$ cat src/hw/rtl/gfa_pkg.sv
// ============================================================================
// gfa_pkg: shared types and constants of the GF(2^8) arithmetic unit
// Beat formats of the command and result channels, operation codes and the
// field helper used by the sequencer.
// ============================================================================
`default_nettype none

package gfa_pkg;

    localparam int unsigned GfWidth = 8;

    localparam logic [1:0] OP_ADD = 2'd0;
    localparam logic [1:0] OP_MUL = 2'd1;
    localparam logic [1:0] OP_INV = 2'd2;

    typedef struct packed {
        logic [1:0]         opcode;
        logic [GfWidth-1:0] operand_a;
        logic [GfWidth-1:0] operand_b;
    } t_gfa_in;

    typedef struct packed {
        logic [GfWidth-1:0] result;
        logic               not_invertible;
    } t_gfa_out;

    typedef struct packed {
        logic busy;
        logic valid;
    } t_gfa_stat;

    // Degree of a nine-bit polynomial; the zero polynomial also gives 0.
    function automatic logic [3:0] gfa_degree(input logic [GfWidth:0] p);
        logic [3:0] d;
        d = 4'd0;
        for (int i = 0; i <= GfWidth; i++) begin
            if (p[i]) begin
                d = 4'(i);
            end
        end
        return d;
    endfunction

endpackage

`default_nettype wire

$ cat src/hw/rtl/gfa_xpow.sv
// ============================================================================
// gfa_xpow: multiply a field element by x^s modulo the reduction polynomial
// Shared arithmetic unit; the shift amount runs from zero to eight and each
// step is one multiplication by x with a conditional reduction.
// ============================================================================
`default_nettype none

module gfa_xpow
    import gfa_pkg::*;
(
    input  wire logic [GfWidth-1:0] i_poly_low,
    input  wire logic [GfWidth-1:0] i_value,
    input  wire logic [3:0]         i_shift,
    output logic      [GfWidth-1:0] o_value
);

    always_comb begin
        logic [GfWidth-1:0] v;
        v = i_value;
        for (int i = 0; i < GfWidth; i++) begin
            if (4'(i) < i_shift) begin
                v = {v[GfWidth-2:0], 1'b0} ^ (v[GfWidth-1] ? i_poly_low : '0);
            end
        end
        o_value = v;
    end

endmodule

`default_nettype wire

$ cat src/hw/rtl/gfa_seq.sv
// ============================================================================
// gfa_seq: operation sequencer of the GF(2^8) arithmetic unit
// Runs multiply as eight shift-and-add steps and inverse as an extended
// Euclidean reduction that removes one quotient term per cycle, both through
// the shared multiply-by-x^s unit, and registers the result beat.
// ============================================================================
`default_nettype none

module gfa_seq
    import gfa_pkg::*;
(
    input  wire logic               i_clk,
    input  wire logic               i_rst_n,
    input  wire logic [GfWidth-1:0] i_poly_low,
    input  wire logic               i_start,
    input  wire t_gfa_in            i_cmd,
    output t_gfa_stat               o_stat,
    output t_gfa_out                o_res
);

    localparam logic [1:0] ST_IDLE = 2'd0;
    localparam logic [1:0] ST_MUL  = 2'd1;
    localparam logic [1:0] ST_INV  = 2'd2;

    logic [1:0]         r_state, n_state;
    logic [2:0]         r_cnt, n_cnt;
    logic [GfWidth-1:0] r_a, n_a;
    logic [GfWidth-1:0] r_b, n_b;
    logic [GfWidth:0]   r_r0, n_r0;
    logic [GfWidth:0]   r_r1, n_r1;
    logic [GfWidth-1:0] r_t0, n_t0;
    logic [GfWidth-1:0] r_t1, n_t1;
    logic               r_valid, n_valid;
    t_gfa_out           r_res, n_res;

    logic               swap;
    logic [GfWidth:0]   x, y;
    logic [GfWidth-1:0] tx, ty;
    logic [3:0]         shift;
    logic [GfWidth-1:0] xp_in, xp_out;
    logic [3:0]         xp_shift;
    logic [GfWidth-1:0] mul_next;

    assign swap  = gfa_degree(r_r0) < gfa_degree(r_r1);
    assign x     = swap ? r_r1 : r_r0;
    assign y     = swap ? r_r0 : r_r1;
    assign tx    = swap ? r_t1 : r_t0;
    assign ty    = swap ? r_t0 : r_t1;
    assign shift = gfa_degree(x) - gfa_degree(y);

    assign xp_in    = (r_state == ST_MUL) ? r_t0 : ty;
    assign xp_shift = (r_state == ST_MUL) ? 4'd1 : shift;

    gfa_xpow u_xpow (
        .i_poly_low (i_poly_low),
        .i_value    (xp_in),
        .i_shift    (xp_shift),
        .o_value    (xp_out)
    );

    assign mul_next = xp_out ^ (r_b[r_cnt] ? r_a : '0);

    always_comb begin
        n_state = r_state;
        n_cnt   = r_cnt;
        n_a     = r_a;
        n_b     = r_b;
        n_r0    = r_r0;
        n_r1    = r_r1;
        n_t0    = r_t0;
        n_t1    = r_t1;
        n_valid = 1'b0;
        n_res   = r_res;
        unique case (r_state)
            ST_IDLE: begin
                if (i_start) begin
                    unique case (i_cmd.opcode)
                        OP_ADD: begin
                            n_res.result         = i_cmd.operand_a ^ i_cmd.operand_b;
                            n_res.not_invertible = 1'b0;
                            n_valid              = 1'b1;
                        end
                        OP_MUL: begin
                            n_a     = i_cmd.operand_a;
                            n_b     = i_cmd.operand_b;
                            n_t0    = '0;
                            n_cnt   = 3'(GfWidth - 1);
                            n_state = ST_MUL;
                        end
                        OP_INV: begin
                            if (i_cmd.operand_a == '0) begin
                                n_res.result         = '0;
                                n_res.not_invertible = 1'b0;
                                n_valid              = 1'b1;
                            end else begin
                                n_r0    = {1'b1, i_poly_low};
                                n_r1    = {1'b0, i_cmd.operand_a};
                                n_t0    = '0;
                                n_t1    = GfWidth'(1);
                                n_state = ST_INV;
                            end
                        end
                        default: begin
                            n_res.result         = '0;
                            n_res.not_invertible = 1'b0;
                            n_valid              = 1'b1;
                        end
                    endcase
                end
            end
            ST_MUL: begin
                n_t0 = mul_next;
                n_cnt = r_cnt - 3'd1;
                if (r_cnt == 3'd0) begin
                    n_res.result         = mul_next;
                    n_res.not_invertible = 1'b0;
                    n_valid              = 1'b1;
                    n_state              = ST_IDLE;
                end
            end
            ST_INV: begin
                if (r_r0 == '0) begin
                    if (r_r1 == (GfWidth+1)'(1)) begin
                        n_res.result         = r_t1;
                        n_res.not_invertible = 1'b0;
                    end else begin
                        n_res.result         = '0;
                        n_res.not_invertible = 1'b1;
                    end
                    n_valid = 1'b1;
                    n_state = ST_IDLE;
                end else begin
                    n_r0 = x ^ (y << shift);
                    n_r1 = y;
                    n_t0 = tx ^ xp_out;
                    n_t1 = ty;
                end
            end
            default: begin
                n_state = ST_IDLE;
            end
        endcase
    end

    always_ff @(posedge i_clk) begin
        if (!i_rst_n) begin
            r_state <= ST_IDLE;
            r_valid <= 1'b0;
        end else begin
            r_state <= n_state;
            r_valid <= n_valid;
        end
        r_cnt <= n_cnt;
        r_a   <= n_a;
        r_b   <= n_b;
        r_r0  <= n_r0;
        r_r1  <= n_r1;
        r_t0  <= n_t0;
        r_t1  <= n_t1;
        r_res <= n_res;
    end

    assign o_stat.busy  = (r_state != ST_IDLE);
    assign o_stat.valid = r_valid;
    assign o_res        = r_res;

    a_valid_when_idle: assert property (@(posedge i_clk) disable iff (!i_rst_n)
        r_valid |-> (r_state == ST_IDLE))
        else $error("Result beat issued while an operation is still running.");

    a_divisor_nonzero: assert property (@(posedge i_clk) disable iff (!i_rst_n)
        (r_state == ST_INV) |-> (r_r1 != '0))
        else $error("Euclidean divisor became zero.");

    a_mul_entry: assert property (@(posedge i_clk) disable iff (!i_rst_n)
        (r_state == ST_IDLE && i_start && i_cmd.opcode == OP_MUL)
            |=> (r_state == ST_MUL && r_cnt == 3'(GfWidth - 1)))
        else $error("Multiply did not start at the top operand bit.");

    a_fail_zero: assert property (@(posedge i_clk) disable iff (!i_rst_n)
        (r_valid && r_res.not_invertible) |-> (r_res.result == '0))
        else $error("Failed inverse returned a nonzero element.");

endmodule

`default_nettype wire

$ cat src/hw/rtl/gf256_arith_unit.sv
// ============================================================================
// gf256_arith_unit: add, multiply and inverse over GF(2^8)
// Top level with the reduction polynomial register and the command port.
// ============================================================================
// A command beat is taken when start is high and busy is low. Add and the
// unused opcode, and inverse of zero, give their result beat on the next
// cycle and leave busy low. Multiply keeps busy high while it takes one
// operand bit per cycle, and inverse while it removes one quotient term of
// the Euclidean reduction per cycle; both pass through one shared
// multiply-by-x^s unit; the result beat comes the cycle after the last step.
// Each result beat is shown on o_res_data for exactly one cycle with
// o_res_valid high and cannot be held off. The polynomial register may be
// written only while busy is low and no result beat is pending.
`default_nettype none

module gf256_arith_unit
    import gfa_pkg::*;
(
    input  wire logic               i_clk,
    input  wire logic               i_rst_n,
    input  wire logic               i_cfg_we,
    input  wire logic [GfWidth-1:0] i_cfg_wdata,
    input  wire logic               start,
    output logic                    busy,
    input  wire t_gfa_in            i_op_data,
    output logic                    o_res_valid,
    output t_gfa_out                o_res_data
);

    localparam logic [GfWidth-1:0] PolyReset = GfWidth'(8'h1B);

    logic [GfWidth-1:0] r_poly_low;
    t_gfa_stat          stat;

    always_ff @(posedge i_clk) begin
        if (!i_rst_n) begin
            r_poly_low <= PolyReset;
        end else if (i_cfg_we) begin
            r_poly_low <= i_cfg_wdata;
        end
    end

    gfa_seq u_seq (
        .i_clk      (i_clk),
        .i_rst_n    (i_rst_n),
        .i_poly_low (r_poly_low),
        .i_start    (start),
        .i_cmd      (i_op_data),
        .o_stat     (stat),
        .o_res      (o_res_data)
    );

    assign busy        = stat.busy;
    assign o_res_valid = stat.valid;

endmodule

`default_nettype wire

$ cat config.mk
export PLATFORM = sky130hd
export DESIGN_NAME = gf256_arith_unit
export DESIGN_NICKNAME = d
export VERILOG_FILES = /design/src/hw/rtl/gfa_pkg.sv /design/src/hw/rtl/gfa_xpow.sv /design/src/hw/rtl/gfa_seq.sv /design/src/hw/rtl/gf256_arith_unit.sv
export SDC_FILE = /design/constraint.sdc
export NUM_CORES = 1
export LEC_CHECK = 0
export ABC_CLOCK_PERIOD_IN_PS = 13800
export BUFFER_PORTS_ARGS = -buffer_cell sky130_fd_sc_hd__buf_4
export CORE_MARGIN = 8
export CORE_UTILIZATION = 37
export DETAILED_ROUTE_END_ITERATION = 12
export HOLD_SLACK_MARGIN = 0.06
export SLEW_MARGIN = 15
export SYNTH_ARGS = -nofsm -noshare
export SYNTH_HDL_FRONTEND = slang
export SYNTH_HIERARCHICAL = 1
export SYNTH_SLANG_ARGS = --single-unit
$ cat constraint.sdc
create_clock -name i_clk -period 13.8 [get_ports i_clk]
set_input_delay 0.69 -clock i_clk [delete_from_list [all_inputs] [get_ports i_clk]]
set_output_delay 0.69 -clock i_clk [all_outputs]
set_load 0.02 [all_outputs]
==> results.py <==
metrics = {
    "power_and_ir_drop": {
        "intPower_mw": 0.625,
        "p_per_area_nw_per_um2": 139,
        "swShare": 0.439,
        "power_switching_mw": 0.490,
        "leakagePower_nw": 3.00,
        "peakVddDrop_uv": 61.9,
        "power_frac_clock": 0.205,
        "pwr-share-seq": 0.254,
        "combPwrFrac": 0.541,
    },
    "job": {
        "drv_cap": 0,
    },
    "global_routing": {
        "grt_pass1_vias": 6685,
        "antenna_found_initial": 0,
        "grt_use_total": 0.190,
        "grt_pass1_wl_um": 36900,
        "overflow": 0,
        "grt_max_degree": 33,
    },
    "clocking": {
        "insertion_delay_ns": 0.34,
        "postCtsSetupBuffers": 0,
        "cts_resized": 0,
        "clock_path_buffers": 2,
        "cts_hold_buf": 0,
        "cts.sinks": 73,
        "cts-htree-levels": 3,
        "numCtsBuffers": 9,
        "cts_tree": "built",
        "path_clk_slew_ns": 0.06,
        "clock-root-buffer": "clkbuf_16",
    },
    "sta": {
        "slew_headroom": 0.276,
        "skew_ns": 0.00908,
        "worst_slack_ns": 3.72,
        "fmax_mhz": 99.2,
        "min_period_ns": 10.08,
        "post-route-period-util": 0.730,
        "tns_ns": 0,
        "setup_viol": 0,
        "hold_viol_final": 0,
        "hold_ws_ns": 0.543,
        "rsz0062_at_grt": "no",
        "worst_slew_pin_slew_ns": 1.08,
        "slew_viol_final": 0,
    },
    "synth": {
        "ys.flop_type": "edfxtp_1",
        "yosys-top-cells-area": "edfxtp_1, nand2_1, mux2i_1",
        "synth_area_leader_cell": "edfxtp_1",
        "syn-num-nets": 924,
        "synthMostInstantiatedCell": "nand2_1",
        "synth_top_area_frac": 0.256,
        "netlist_area_um2": 7270,
        "ys_top_cells_by_count": "nand2_1, nor2_1, edfxtp_1",
        "async_flop_share": 0,
        "synth_cells": 879,
        "ys_ff_latch": 73,
        "ys_warn_count": 6,
        "syn_area_per_cell_um2": 8.27,
        "synth_cell_types": 90,
        "synth_edf_count": 62,
        "yosysSeqAreaShare": 0.286,
    },
    "routing": {
        "wirelength_um": 23300,
        "dr.pass1.iters": 5,
        "wl_per_cell_um": 20.2,
        "drc": 0,
        "initialDrtViolationCount": 833,
        "ant_nets": 0,
        "via_per_inst": 6.10,
        "dr_total_vias": 7043,
    },
    "placement": {
        "gp_congestion": 0.940,
        "post-dp-hpwl_um": 17100,
        "dp_slack_ns": 3.96,
        "port_buffers": 40,
    },
    "floorplanning": {
        "start_util": 0.375,
        "rows": 51,
        "floorplan.io_pins": 41,
        "die_w_um": 156,
        "die_h_um": 156,
        "dieArea_um2": 24400,
        "coreArea_um2": 19400,
    },
    "critical_path": {
        "critPathMaxFanout": 21,
        "end_kind": "register",
        "worstPathRequired_ns": 13.87,
        "start_kind": "register",
        "setup.worst_path.class": "register to register",
        "crit_arrival_ns": 10.14,
        "slowest_stage": "nor2_1",
        "slowest_delay_ns": 0.78,
    },
    "final_layout": {
        "insertedDiodeCount": 0,
        "syn2layout_area_growth_pct": 10.1,
        "finalNetCount": 929,
        "drive_above_1_share": 0.130,
    },
    "run_status": {
        "status": "finished clean",
    },
    "min_path": {
        "hp-class": "input port to register",
    },
}
[placed cells by master (no fill, tap or decap), types with 7 or more instances in the layout]
master and count:
a211oi_1 15, a21o_1 10, a21oi_1 57, a22oi_1 18
a31o_2 7, a31oi_1 17, and2_1 15, and3_1 12
buf_4 50, clkbuf_16 9, dfxtp_1 11, edfxtp_1 62
ha_1 14, inv_1 27, mux2_2 14, mux2i_1 30
nand2_1 109, nand3_1 23, nand4_1 7, nor2_1 68
nor2b_1 16, nor3_1 21, nor4_1 9, o211ai_1 12
o21ai_0 49, o22ai_1 12, o31ai_1 9, xnor2_1 24
xor2_1 29
[through the flow]
step	total power, mW	instances	utilization	area [µm²]
after floorplan	0.752	879	-	7270
after global placement	0.879	1138	0.398	7720
after detailed placement	0.878	1138	0.398	7720
after CTS	1.11	1154	0.413	8010
after global routing	1.19	1154	0.413	8010
final	1.11	1154	0.413	8010
[critical path: cells and delay by family, from the launching register on]
kind | cells | cell delay (ns)
adders and majority gates | 3 | 0.89
DFF | 1 | 0.53
and+or+nand+nor | 9 | 3.36
xor gates and xnor gates | 4 | 1.23
AOI/OAI and AO/OA | 11 | 3.24
muxes | 1 | 0.54
[cell families after synthesis]
group,count (synthesis),synth area share
AND/OR/NAND/NOR,316,0.212
AO/OA/AOI/OAI,286,0.278
buffers and inverters,86,0.0520
flip-flops,73,0.286
XOR/XNOR,55,0.0692
multiplexers,48,0.0753
adder cells (fa/ha/maj),15,0.0268
[layout make-up]
cell class / count / area [µm²]
clock buffer: 9 / 225
clock inverter: 7 / 61.3
fill: 2023 / 11400
inverter: 30 / 113
multi-input combinational: 720 / 4820
sequential: 73 / 2080
tap: 265 / 332
timing repair buffer: 50 / 375
[state kept, by name, summed over array words and instances, names as in the netlist]
register and cells:
u_seq/o_res 9, u_seq/r_r0 9, u_seq/r_r1 9, r_poly_low 8
u_seq/r_a 8, u_seq/r_b 8, u_seq/r_t0 8, u_seq/r_t1 8
u_seq/r_cnt 3, u_seq/r_state 2, u_seq/r_valid 1
[final timing paths]
| kind | from | to | slack (ns) | depth (start not counted) |
|---|---|---|---|---|
| min | i_op_data[5] | u_seq/r_b[5] | 0.54 | 1 |
| max reg2reg | u_seq/r_r1[5] | u_seq/r_t0[6] | 3.72 | 28 |
| min reg2reg | u_seq/r_state[0] | u_seq/r_state[0] | 0.56 | 2 |
| max | u_seq/r_r1[5] | u_seq/r_t0[6] | 3.72 | 28 |
[per-layer routing]
layer	track usage	wire, µm	vias up
li1	-	-	3317
met2	0.298	10400	293
met1	0.264	10800	3403
met3	0.0355	1820	30
met4	0.0439	313	0
met5	0	0	-
[power groups by stage]
stage	clock, mW	combinational (mW)	sequential, mW
2_1_floorplan	0	0.471	0.281
3_3_place_gp	0	0.591	0.288
3_5_place_dp	0	0.590	0.288
4_1_cts	0.234	0.593	0.283
5_1_grt	0.245	0.658	0.286
6_report	0.228	0.603	0.284
(Power assumes the default switching activity.)
